### src/histeq_pkg.sv
package histeq_pkg;

    localparam int BINS     = 256;
    localparam int BIN_BITS = 8;
    localparam int PIX_MAX  = 255;

    typedef enum logic
    {
        OP_COUNT = 1'b0,
        OP_MAP   = 1'b1
    } op_t;

    typedef struct packed
    {
        logic                operation;
        logic [BIN_BITS-1:0] pixel;
    } cmd_t;

    typedef enum logic [2:0]
    {
        ST_CLEAR,
        ST_IDLE,
        ST_CNT_RD,
        ST_CNT_WR,
        ST_BUILD,
        ST_MAP_RD,
        ST_MAP_OUT
    } back_state_t;

endpackage

### src/histeq_front.sv
module histeq_front
    import histeq_pkg::*;
(
    input  logic    clk,
    input  logic    rst_n,
    input  logic    push,
    output logic    full,
    input  logic    operation,
    input  logic [7:0] pixel,
    output logic    cmd_valid,
    output cmd_t    cmd,
    input  logic    cmd_take
);

    localparam int DEPTH = 4;

    cmd_t           fifo_reg [DEPTH];
    logic [1:0]     wr_ptr_reg;
    logic [1:0]     rd_ptr_reg;
    logic [2:0]     count_reg;
    logic           do_push;
    logic           do_pop;

    assign full      = (count_reg == 3'(DEPTH));
    assign cmd_valid = (count_reg != 3'd0);
    assign cmd       = fifo_reg[rd_ptr_reg];
    assign do_push   = push && !full;
    assign do_pop    = cmd_take && cmd_valid;

    always_ff @(posedge clk)
    begin
        if (do_push)
        begin
            fifo_reg[wr_ptr_reg] <= '{operation: operation, pixel: pixel};
        end
    end

    always_ff @(posedge clk or negedge rst_n)
    begin
        if (!rst_n)
        begin
            wr_ptr_reg <= '0;
            rd_ptr_reg <= '0;
            count_reg  <= '0;
        end
        else
        begin
            if (do_push)
            begin
                wr_ptr_reg <= wr_ptr_reg + 2'd1;
            end
            if (do_pop)
            begin
                rd_ptr_reg <= rd_ptr_reg + 2'd1;
            end
            count_reg <= count_reg + 3'(do_push) - 3'(do_pop);
        end
    end

endmodule

### config.mk
export PLATFORM = sky130hd
export DESIGN_NAME = histeq_front
export DESIGN_NICKNAME = d
export VERILOG_FILES = /design/src/histeq_pkg.sv /design/src/histeq_front.sv
export SDC_FILE = /design/constraint.sdc
export NUM_CORES = 1
export LEC_CHECK = 0
export ABC_AREA = 0
export BUFFER_PORTS_ARGS = -buffer_cell sky130_fd_sc_hd__buf_2
export CORE_MARGIN = 2
export CORE_UTILIZATION = 50
export DETAILED_ROUTE_END_ITERATION = 10
export GPL_TIMING_DRIVEN = 0
export PLACE_DENSITY = 0.74
export SYNTH_ARGS = -nofsm -noshare
export SYNTH_HDL_FRONTEND = slang
export SYNTH_SLANG_ARGS = --single-unit
### constraint.sdc
create_clock -name clk -period 2 [get_ports clk]
set_input_delay 0.4 -clock clk [delete_from_list [all_inputs] [get_ports clk]]
set_output_delay 0.4 -clock clk [all_outputs]
set_load 0.02 [all_outputs]
After elaboration in Yosys (flattened, before gate mapping) --
Memories as Yosys holds them, arrays and structs flattened. Index checks and enable logic that the tools add are counted.
Storage, ports and cells: register bits after elaboration 7, memory bits (writable) 36, input port bits 13, output and inout port bits 11, logic and storage cells 15, memories kept 1
Operators by class: add/sub/neg operators 4, equal/unequal tests 1, muxes and demuxes 2, reductions and logical operators 4
Memories:
- fifo_reg | words 4, width 9, read ports 1, clocked after memory_dff 0, wr ports 1, RTL line histeq_front.sv:17 | cmd_t fifo_reg [DEPTH];
Operators with widths (number):
- adder 2 x 1 -> 2 bit, second input constant | 2
- adder 3 x 1 -> 3 bit | 1
- == test 3 bit, second input constant | 1
- nonzero test 3 bit | 1
- subtractor 3 x 1 -> 3 bit | 1
- logical AND 1 bit | 2
- two-way mux 1 bit | 2
- zero test 1 bit | 1

Longest topological paths before layout --
Gate-level depths: netlist of the first run.
depth in word-level cells 5, gate-level depth with buffers 9, gate-level depth less buffers 9

Worst setup path before layout of the first run --
Ideal clock, no wire load.
path type register to register, start point register count_reg[1], end point register count_reg[2], library setup time 128 ps, data arrival time 2000 ps, data required time 1872 ps, slack -128 ps, stages on the path, launching flop included 10, buffers on the path 0, period minus slack after synthesis 2128 ps, cell sequence dfrtp_1 > or3b_4 > nand2_1 > ha_1 > inv_1 > ha_1 > inv_1 > fa_1 > xnor2_1 > xnor2_1
On the way: word-level cells in the longest chain between the ends 5, elaborated cells on any way between the ends 7, classes of those cells 2 x add/sub; 1 x eq/ne; 4 x reduce/logical
Ends and longest elaborated chain:
- start: declaration | RTL line histeq_front.sv:20 | logic [2:0] count_reg;
- start signal: assignment | RTL line histeq_front.sv:56 | count_reg <= count_reg + 3'(do_push) - 3'(do_pop);
- == test 3 bit | RTL line histeq_front.sv:24 | assign full = (count_reg == 3'(DEPTH));
- zero test 1 bit | RTL line histeq_front.sv:27 | assign do_push = push && !full;
- logical AND 1 bit | RTL line histeq_front.sv:27
- adder 3 x 1 -> 3 bit | RTL line histeq_front.sv:56
- subtractor 3 x 1 -> 3 bit (*) | RTL line histeq_front.sv:56
Every way passes the cells marked *; elsewhere a longest branch is shown, timed or not. A chain may end at the register's enable or synchronous reset.

Worst setup path in the final report of the first run --
start point register count_reg[0], end point register count_reg[2]
The elaborated chain is that of the path after synthesis.

==> out/results.ini, run 1 <==
[critical_path]
worst_r2r_startpoint = count_reg[0]
setup.reg_to_reg.worst_slack_ps = -70
critPathRequiredTime_ps = 2240
reg2reg_depth = 9
timing.critical_path.fanout_max = 4
timing.setup.critical_path_class = reg2reg
timing.critical_path.from = count_reg[0]
critical_path_arrival_ps = 2310
setup.worst_path.start_class = flip-flop
crit_path_capture_type = flip-flop
timing.rr.end = count_reg[2]

[logic_synthesis]
synth_area_leaders = sky130_fd_sc_hd__edfxtp_1 62%, sky130_fd_sc_hd__mux4_2 12%, sky130_fd_sc_hd__dfrtp_1 10%, sky130_fd_sc_hd__ha_1 4.3%, sky130_fd_sc_hd__xnor2_1 1.5%
synthesized_instance_count = 88
post_synth_most_frequent_cells = 36 x sky130_fd_sc_hd__edfxtp_1, 9 x sky130_fd_sc_hd__mux4_2, 7 x sky130_fd_sc_hd__dfrtp_1, 6 x sky130_fd_sc_hd__ha_1, 5 x sky130_fd_sc_hd__inv_1
yosysSeqAreaShare_pct = 71.8
post-synth-top-area-cell = sky130_fd_sc_hd__edfxtp_1
synth_top_area_share_pct = 61.8
post_synth.cell_area_avg_um2 = 19.9
yosys-mux-area-fraction_pct = 11.6
synth-async-reset-ratio_pct = 16.3
ys_warn_count = 0
netlist_area_um2 = 1750
ys_ff_latch = 43
synthMostInstantiatedCell = sky130_fd_sc_hd__edfxtp_1
postSynthNetCount = 108
yosys.area_share.simple_pct = 5.29
dominantRegCellSynth = sky130_fd_sc_hd__edfxtp_1
synth_top_family_by_area = multiplexers
synth_xor_area_share_pct = 2.00
synth-adder-area-share_pct = 5.43
yosysUniqueCellTypes = 20
synth-compound-area-share_pct = 1.93
synth_edf_count = 36

[sta]
fin_worst_skew_ps = 5.91
final_min_period_over_clock_period_pct = 103
report.final.hold_viol_count = 0
hold_ws_ps = 269
slew-limit-headroom_pct = 68.0
rsz0062_at_grt = true
fmax_mhz = 484
report.final.slew_viol_count = 0
setup_violations = 10
fin_crit_period_ps = 2070
worst_slew_pin_slew_ps = 479
postLayoutSetupSlackWorst_ps = -67.3
timing.setup.tns_ps = -357

[placed_design]
placedInstanceArea_um2 = 1930
place.gp.congestion = 0.745
number_of_input_and_output_port_buffers_inserted = 23
dpl_worst_slack_ps = -182
place_inst = 157
post_dp_hpwl_um = 1910

[drt]
postRouteAntennaNets = 0
wirelength_um = 3110
dr_total_vias = 935
first_iter_violations = 8
drt_drc_violations_left = 0
number_of_iterations_in_the_first_detailed_routing_pass = 4
wire_per_inst_um = 17.2
via_per_inst = 5.17

[power_and_ir_drop]
total_power_mw = 3.60
cellLeakagePower_nw = 0.875
vdd_drop_max_uv = 943
power_density_nw_per_um2 = 1570

[layout]
final_layout_size_suffix_gt1_share_pct = 52.6
syn2layout_area_growth_pct = 30.7
antenna_cells_inserted = 0
nNetsFinal = 154
largest_reg_flops = 36
final_design_area_no_fill_um2 = 2290
layout.core_utilization_pct = 68.5
fin_cells = 181

[clock_network]
ctsLongestPathBuffers = 2
clk_transition_reported_paths_ps = 120
inserted_clock_buffers = 5
sink_count_of_the_clock_tree = 43
root_buffer = sky130_fd_sc_hd__clkbuf_4
cts_tree = done
worst_skew_pair.late_latency_ps = 340
cts.htree.levels = 2

[global_route]
wire_length_of_the_first_global_routing_pass_um = 4800
groute.layer.met3.usage_pct = 5.54
grt_antenna_before_repair = 0
grt_util_met1_pct = 17.8
globalRouteMet2Util_pct = 31.8
grt_util_all_layers_pct = 17.0
grt_start_max_net_pins = 14
grt_pass1_vias = 977
grt_busiest_layer = met2
globalRouteOverflowTotal = 0

[die]
design.core.area_um2 = 3340
initial_cell_density_of_the_core_pct = 52.5
dieArea_um2 = 3990
row_count = 21
pin_count = 24
die_width_um = 63.2
die_height_um = 63.2

[run_status]
failed_checks = negative setup slack
outcome = complete, but fails checks

[min_path]
hold_end = fifo_reg[0][7]
hold_path_startpoint = pixel[7]
worst_hold_path_type = in2reg
min_delay_path_depth = 1

[job]
drv_cap = 0

==> critical path, cell delays in order, from the launching register on <==
cell and delay (ps):
sky130_fd_sc_hd__dfrtp_1 450, sky130_fd_sc_hd__or3b_4 430, sky130_fd_sc_hd__nand2_2 80, sky130_fd_sc_hd__ha_4 190, sky130_fd_sc_hd__inv_2 60, sky130_fd_sc_hd__ha_4 110
sky130_fd_sc_hd__inv_2 30, sky130_fd_sc_hd__fa_2 350, sky130_fd_sc_hd__xnor2_2 150, sky130_fd_sc_hd__xnor2_1 120
==> per-layer routing <==
layer  wire, um  vias up  share of wire [%]
li1           -      437                  -
met3        136        4                4.4
met1       1230      471                 40
met5          0        -                  0
met2       1710       23                 55
met4         29        0               0.93
==> cell families after synthesis <==
group                      count (synthesis)
buffers and inverters                      8
AOI/OAI and AO/OA                          4
muxes                                      9
and+or+nand+nor                           13
adders and majority gates                  7
DFF                                       43
xor gates and xnor gates                   4
==> final cells by class <==
type | instances | area [um^2]
clock buffer | 5 | 37.5
timing repair buffer | 39 | 350
inverter | 6 | 22.5
buffer | 2 | 20.0
fill | 233 | 1050
tap | 46 | 57.6
clock inverter | 3 | 38.8
multi-input combinational | 37 | 500
sequential | 43 | 1260
==> worst max path at each step <==
stage / end / slack [ps] / depth (start not counted)
floorplan: count_reg[2] / -60 / 9
global placement: count_reg[2] / -120 / 9
detailed placement: count_reg[2] / -180 / 9
CTS: count_reg[2] / -120 / 9
global route: count_reg[2] / -130 / 9
finish: count_reg[2] / -70 / 9
==> where the power goes <==
part | internal [mW] | total, mW | switching, mW | leakage [nW]
registers | 1.22 | 1.34 | 0.123 | 0.409
clock network | 0.257 | 0.519 | 0.262 | 0.0426
logic | 0.980 | 1.74 | 0.757 | 0.423
total | 2.45 | 3.60 | 1.14 | 0.875
==> timing repair <==
item,CTS,global route
endpoints found under the setup margin,10,13
resized for setup,21,18
gates cloned,1,0
hold buffers,1,0
setup buffers,7,7
hold endpoints to repair,7,0
pin swaps,6,2
==> placed cells by master, fill, tap and decap left out, types with 2 or more instances in the layout <==
cell                        synthesis  routed
sky130_fd_sc_hd__buf_4              1      10
sky130_fd_sc_hd__dfrtp_1            7       4
sky130_fd_sc_hd__ha_1               6       4
sky130_fd_sc_hd__ha_4               0       2
sky130_fd_sc_hd__inv_1              5       2
sky130_fd_sc_hd__buf_6              0      14
sky130_fd_sc_hd__nand4bb_1          2       2
sky130_fd_sc_hd__clkbuf_4           0       5
sky130_fd_sc_hd__and3_1             4       4
sky130_fd_sc_hd__edfxtp_1          36      36
sky130_fd_sc_hd__o211ai_1           2       2
sky130_fd_sc_hd__dfrtp_2            0       3
sky130_fd_sc_hd__xnor2_1            3       2
sky130_fd_sc_hd__mux4_2             9       9
sky130_fd_sc_hd__inv_2              1       4
sky130_fd_sc_hd__nand2b_1           3       3
sky130_fd_sc_hd__buf_2              1      13
(Power assumes the default switching activity.)
==> run 2, diff against run 1 <==
--- a/config.mk
+++ b/config.mk
@@ -12,6 +12,7 @@
 export DETAILED_ROUTE_END_ITERATION = 10
 export GPL_TIMING_DRIVEN = 0
 export PLACE_DENSITY = 0.74
+export REMOVE_ABC_BUFFERS = 1
 export SYNTH_ARGS = -nofsm -noshare
 export SYNTH_HDL_FRONTEND = slang
 export SYNTH_SLANG_ARGS = --single-unit
==> out/results.ini, run 2 (same netlist as run 1, synthesis figures left out) <==
[critical_path]
setup.reg_to_reg.worst_slack_ps = -10  ; +50 ps
timing.rr.end = count_reg[2]
reg2reg_depth = 9  ; unchanged
setup.worst_path.start_class = flip-flop
critical-path-slowest-cell = sky130_fd_sc_hd__dfrtp_2
timing.critical_path.cells = or3b_4 -> nand2_2 -> ha_4 -> inv_2 -> ha_4 -> inv_2 -> fa_2 -> xnor2_2 -> xnor2_1
timing.setup.critical_path_class = reg2reg
crit_path_capture_type = flip-flop
critPathRequiredTime_ps = 2240  ; about the same
timing.critical_path.fanout_max = 4  ; unchanged
critical_path_arrival_ps = 2250  ; -60 ps
worst_r2r_startpoint = count_reg[1]
critical_path.max_stage_delay_ps = 450  ; about the same

[layout]
antenna_cells_inserted = 0  ; unchanged
syn2layout_area_growth_pct = 27.6
nNetsFinal = 147  ; -4.5%
largest_reg_flops = 36  ; unchanged
final_layout_size_suffix_gt1_share_pct = 50.0  ; -2.6 points
num-fill-cells = 235  ; +0.86%
layout.cells.most_common = sky130_fd_sc_hd__edfxtp_1
layout.cells.most_common_list = 36 x sky130_fd_sc_hd__edfxtp_1, 12 x sky130_fd_sc_hd__buf_2, 10 x sky130_fd_sc_hd__buf_6
layout.core_utilization_pct = 66.9  ; -1.6 points

[power_and_ir_drop]
total_power_mw = 3.54  ; -1.5%
pwr-share-comb_pct = 42.6  ; -5.7 points
power_density_nw_per_um2 = 1590  ; +0.89%
switchingPower_mw = 1.10  ; -3.7%
switching_share_pct = 31.0  ; -0.72 points
cellLeakagePower_nw = 0.839  ; -4.1%
seq_power_share_pct = 38.6  ; +1.4 points
power.internal_mw = 2.44  ; -0.43%
pwr-share-clk_pct = 18.8  ; +4.4 points
vdd_drop_max_uv = 806  ; -15%

[die]
dieArea_um2 = 3990  ; unchanged
die_width_um = 63.2  ; unchanged
row_count = 21  ; unchanged
pin_count = 24  ; unchanged
die_height_um = 63.2  ; unchanged
initial_cell_density_of_the_core_pct = 52.5  ; unchanged
design.core.area_um2 = 3340  ; unchanged

[drt]
wirelength_um = 2910  ; -6.2%
first_iter_violations = 58  ; +50
number_of_iterations_in_the_first_detailed_routing_pass = 4  ; unchanged
via_per_inst = 5.20  ; +0.57%
postRouteAntennaNets = 0  ; unchanged
drt_drc_violations_left = 0  ; unchanged
dr_total_vias = 904  ; -3.3%
wire_per_inst_um = 16.7  ; -2.5%

[global_route]
grt_pass1_vias = 979  ; +0.20%
globalRouteOverflowTotal = 0  ; unchanged
grt_start_max_net_pins = 15  ; +1
grt_antenna_before_repair = 0  ; unchanged
grt_util_all_layers_pct = 16.8  ; -0.18 points
wire_length_of_the_first_global_routing_pass_um = 4760  ; -0.71%

[sta]
fin_worst_skew_ps = 6.01  ; +0.103 ps
final_min_period_over_clock_period_pct = 101  ; -2.7 points
rsz0062_at_grt = true
slew-limit-headroom_pct = 68.2  ; +0.15 points
postLayoutSetupSlackWorst_ps = -12.5  ; +54.8 ps
fmax_mhz = 497  ; +2.7%
setup_violations = 2  ; -8
fin_crit_period_ps = 2010  ; -54.8 ps
report.final.hold_viol_count = 0  ; unchanged
report.final.slew_viol_count = 0  ; unchanged
worst_slew_pin_slew_ps = 477  ; -2.26 ps
hold_ws_ps = 262  ; -6.90 ps
timing.setup.tns_ps = -13.1  ; +343 ps

[clock_network]
ctsLongestPathBuffers = 2  ; unchanged
worst_skew_pair.late_latency_ps = 340  ; about the same
root_buffer = sky130_fd_sc_hd__clkbuf_4
inserted_clock_buffers = 5  ; unchanged
clk_transition_reported_paths_ps = 130  ; about the same
cts.htree.levels = 2  ; unchanged
cts_tree = done
sink_count_of_the_clock_tree = 43  ; unchanged

[placed_design]
number_of_input_and_output_port_buffers_inserted = 23  ; unchanged
post_dp_hpwl_um = 1860  ; -2.9%
place.gp.congestion = 0.730  ; -2.0%

[min_path]
min_delay_path_depth = 1  ; unchanged
hold_end = fifo_reg[2][8]
hold_path_startpoint = operation
worst_hold_path_type = in2reg

[run_status]
failed_checks = negative setup slack
outcome = complete, but fails checks

[job]
drv_cap = 0  ; unchanged

## run 2: final cells by class
| class | count | area, um^2 | area share (%) |
|---|---|---|---|
| repair buffers | 34 | 285 | 12.8 |
| clock inverters | 3 | 67.6 | 3.03 |
| clock buffers | 5 | 37.5 | 1.68 |
| multi-input cells | 37 | 500 | 22.4 |
| flip-flops and latches | 43 | 1260 | 56.5 |
| inverters | 6 | 22.5 | 1.01 |
| well taps | 46 | 57.6 | 2.58 |
## run 2: what timing repair did
| item | CTS | global route |
|---|---|---|
| endpoints found under the hold margin | 7 | 0 |
| resized for setup | 18 | 19 |
| setup endpoints to repair | 11 | 13 |
| setup buffers | 10 | 0 |
| hold buffers | 1 | 0 |
| pin swaps | 6 | 3 |
## run 2: how the worst max path moves through the flow
stage,endpoint,startpoint,slack [ps],cells past startpoint
floorplan,count_reg[2],count_reg[1],-130,9
global placement,count_reg[2],count_reg[1],-200,9
detailed placement,count_reg[2],count_reg[1],-240,9
CTS,count_reg[2],count_reg[1],-60,9
global route,count_reg[2],count_reg[1],-80,9
finish,count_reg[2],count_reg[1],-10,9
## run 2: worst max-delay path: cells and delay by family, from the launching register on
kind | cells | cell delay (ps)
adders and majority gates | 3 | 650
xor gates and xnor gates | 2 | 260
buffers and inverters | 2 | 90
DFF | 1 | 450
and+or+nand+nor | 2 | 470
## run 2: per-layer routing
metal	global-route usage (%)	share of wire, %
met1	18.2	41
met2	30.5	56
met3	4.82	3.2
met4	7.34	0.51
met5	0	0
## run 2: power groups by stage
| stage | combinational, mW | clock, mW | sequential, mW |
|---|---|---|---|
| floorplan | 0.723 | 0 | 1.39 |
| global placement | 0.927 | 0 | 1.44 |
| detailed placement | 0.964 | 0 | 1.46 |
| CTS | 1.35 | 0.679 | 1.37 |
| global route | 1.62 | 0.725 | 1.40 |
| finish | 1.51 | 0.665 | 1.37 |
## run 2: stage by stage
step	instance area (um^2)	setup WS, ps	instances
5_1_grt	2230	-76.3	174
6_report	2230	-12.5	174
2_1_floorplan	1740	-128	86
3_3_place_gp	1910	-204	155
4_1_cts	2170	-61.1	174
3_5_place_dp	1910	-236	155
==> run 3, diff against run 2 <==
--- a/config.mk
+++ b/config.mk
@@ -9,6 +9,7 @@
 export BUFFER_PORTS_ARGS = -buffer_cell sky130_fd_sc_hd__buf_2
 export CORE_MARGIN = 2
 export CORE_UTILIZATION = 50
+export CTS_CLUSTER_SIZE = 12
 export DETAILED_ROUTE_END_ITERATION = 10
 export GPL_TIMING_DRIVEN = 0
 export PLACE_DENSITY = 0.74
@@ -16,3 +17,4 @@
 export SYNTH_ARGS = -nofsm -noshare
 export SYNTH_HDL_FRONTEND = slang
 export SYNTH_SLANG_ARGS = --single-unit
+export TNS_END_PERCENT = 10
==> out/results.ini, run 3 (same netlist as run 1, synthesis figures left out) <==
[sta]
slew-limit-headroom_pct = 66.8  ; -1.4 points
final_min_period_over_clock_period_pct = 101  ; about the same
worst_slew_pin_slew_ps = 499  ; +21.5 ps
hold_ws_ps = 257  ; -5.09 ps
postLayoutSetupSlackWorst_ps = -11.0  ; +1.51 ps
rsz0062_at_grt = true
report.final.hold_viol_count = 0  ; unchanged
setup_violations = 1  ; -1
report.final.slew_viol_count = 0  ; unchanged
fmax_mhz = 497  ; about the same
fin_worst_skew_ps = 9.25  ; +3.24 ps
fin_crit_period_ps = 2010  ; -1.51 ps

[critical_path]
critical-path-slowest-cell = sky130_fd_sc_hd__dfrtp_2
critPathTopFamily = adder cells
setup.worst_path.start_class = flip-flop
timing.critical_path.fanout_max = 4  ; unchanged
critPathRequiredTime_ps = 2240  ; about the same
critical_path.max_stage_delay_ps = 450  ; about the same
critPathBufInv = 2  ; unchanged
timing.critical_path.cells = or3b_4 -> nand2_4 -> ha_4 -> inv_2 -> ha_4 -> inv_2 -> fa_2 -> xnor2_2 -> xnor2_1
critical_path_arrival_ps = 2250  ; about the same
crit_path_capture_type = flip-flop
timing.setup.critical_path_class = reg2reg

[layout]
final_layout_size_suffix_gt1_share_pct = 50.0  ; unchanged
nNetsFinal = 147  ; unchanged
layout.cells.most_common = sky130_fd_sc_hd__edfxtp_1
syn2layout_area_growth_pct = 26.2
antenna_cells_inserted = 0  ; unchanged
largest_reg_flops = 36  ; unchanged
final_design_area_no_fill_um2 = 2210  ; -1.1%
sequential_cell_area_um2 = 1260  ; unchanged
layout.cells.most_common_list = 36 x sky130_fd_sc_hd__edfxtp_1, 16 x sky130_fd_sc_hd__buf_2, 9 x sky130_fd_sc_hd__mux4_2
num-fill-cells = 239  ; +1.7%
multi_input_area_um2 = 505  ; +1.0%

[power_and_ir_drop]
power_density_nw_per_um2 = 1560  ; -1.4%
vdd_drop_max_uv = 793  ; -1.6%
total_power_mw = 3.45  ; -2.5%
cellLeakagePower_nw = 0.830  ; -1.1%

[clock_network]
sink_count_of_the_clock_tree = 43  ; unchanged
inserted_clock_buffers = 5  ; unchanged
clk_transition_reported_paths_ps = 130  ; about the same
worst_skew_pair.late_latency_ps = 350  ; about the same
ctsLongestPathBuffers = 2  ; unchanged
root_buffer = sky130_fd_sc_hd__clkbuf_4
cts_tree = done
cts.htree.levels = 2  ; unchanged

[run_status]
failed_checks = negative setup slack
outcome = complete, but fails checks

[placed_design]
post_dp_hpwl_um = 1860  ; unchanged
place.gp.congestion = 0.730  ; unchanged
number_of_input_and_output_port_buffers_inserted = 23  ; unchanged
placedInstanceArea_um2 = 1910  ; unchanged

[drt]
wirelength_um = 2870  ; -1.6%
dr_total_vias = 909  ; +0.55%
wire_per_inst_um = 16.5  ; -1.6%
first_iter_violations = 37  ; -36%
number_of_iterations_in_the_first_detailed_routing_pass = 4  ; unchanged
drt_drc_violations_left = 0  ; unchanged
via_per_inst = 5.22  ; +0.55%
postRouteAntennaNets = 0  ; unchanged

[min_path]
worst_hold_path_type = in2reg

[die]
die_width_um = 63.2  ; unchanged
die_height_um = 63.2  ; unchanged
row_count = 21  ; unchanged
pin_count = 24  ; unchanged
dieArea_um2 = 3990  ; unchanged
initial_cell_density_of_the_core_pct = 52.5  ; unchanged
design.core.area_um2 = 3340  ; unchanged

[global_route]
grt_pass1_vias = 960  ; -1.9%
globalRouteOverflowTotal = 0  ; unchanged
grt_start_max_net_pins = 15  ; unchanged
grt_antenna_before_repair = 0  ; unchanged
grt_util_all_layers_pct = 16.5  ; -0.27 points
wire_length_of_the_first_global_routing_pass_um = 4710  ; -1.2%

[job]
drv_cap = 0  ; unchanged

==> run 3: path summary, 6_finish.rpt <==
check,from,endpoint,slack [ps],depth (start not counted)
setup / recovery,count_reg[1],count_reg[2],-10,9
hold / removal,operation,fifo_reg[2][8],260,1
setup reg to reg,count_reg[1],count_reg[2],-10,9
hold reg to reg,count_reg[1],count_reg[2],630,2
max in group asynchronous,rst_n,rd_ptr_reg[0],1410,2
min in group asynchronous,rst_n,wr_ptr_reg[1],420,2
==> run 3: what timing repair did <==
action | in CTS | in global routing
gates resized for setup | 12 | 20
hold buffers | 1 | 0
buffers inserted | 8 | 2
gates cloned | 0 | 0
pin swaps | 6 | 3
hold endpoints to repair | 7 | 0
endpoints found under the setup margin | 11 | 13
==> run 3: worst reg2reg max path, delay by kind of cell (launching register included) <==
family	cells	cell delay, ps
XOR/XNOR	2	260
flip-flops	1	450
adder cells (fa/ha/maj)	3	650
buffers and inverters	2	90
AND/OR/NAND/NOR	2	480
==> run 3: cell type report <==
class,count,share of cell area [%]
Sequential cell,43,57.2
Timing Repair Buffer,34,11.6
Tap cell,46,2.61
Clock inverter,3,3.06
Inverter,6,1.02
Clock buffer,5,1.70
Multi-Input combinational cell,37,22.9
==> run 3: layer usage <==
metal  track usage [%]  up-vias  routed length (um)
met1              18.3      471                1140
met4              7.34        0                  15
li1                  -      420                   -
met2              29.4       16                1620
met3              4.82        2                  91
met5                 0        -                   0
==> run 3: metrics by stage <==
stage	cells	utilization [%]	worst slack, ps	TNS, ps
floorplan	86	-	-128	-128
global placement	155	57.3	-204	-264
detailed placement	155	57.3	-236	-327
CTS	172	63.8	-65.7	-585
global route	174	66.2	-66.5	-560
finish	174	66.2	-11.0	-11.0
==> run 3: power by group <==
part           switching [mW]  internal (mW)
combinational           0.665          0.758
sequential              0.144           1.22
clock                   0.277          0.389
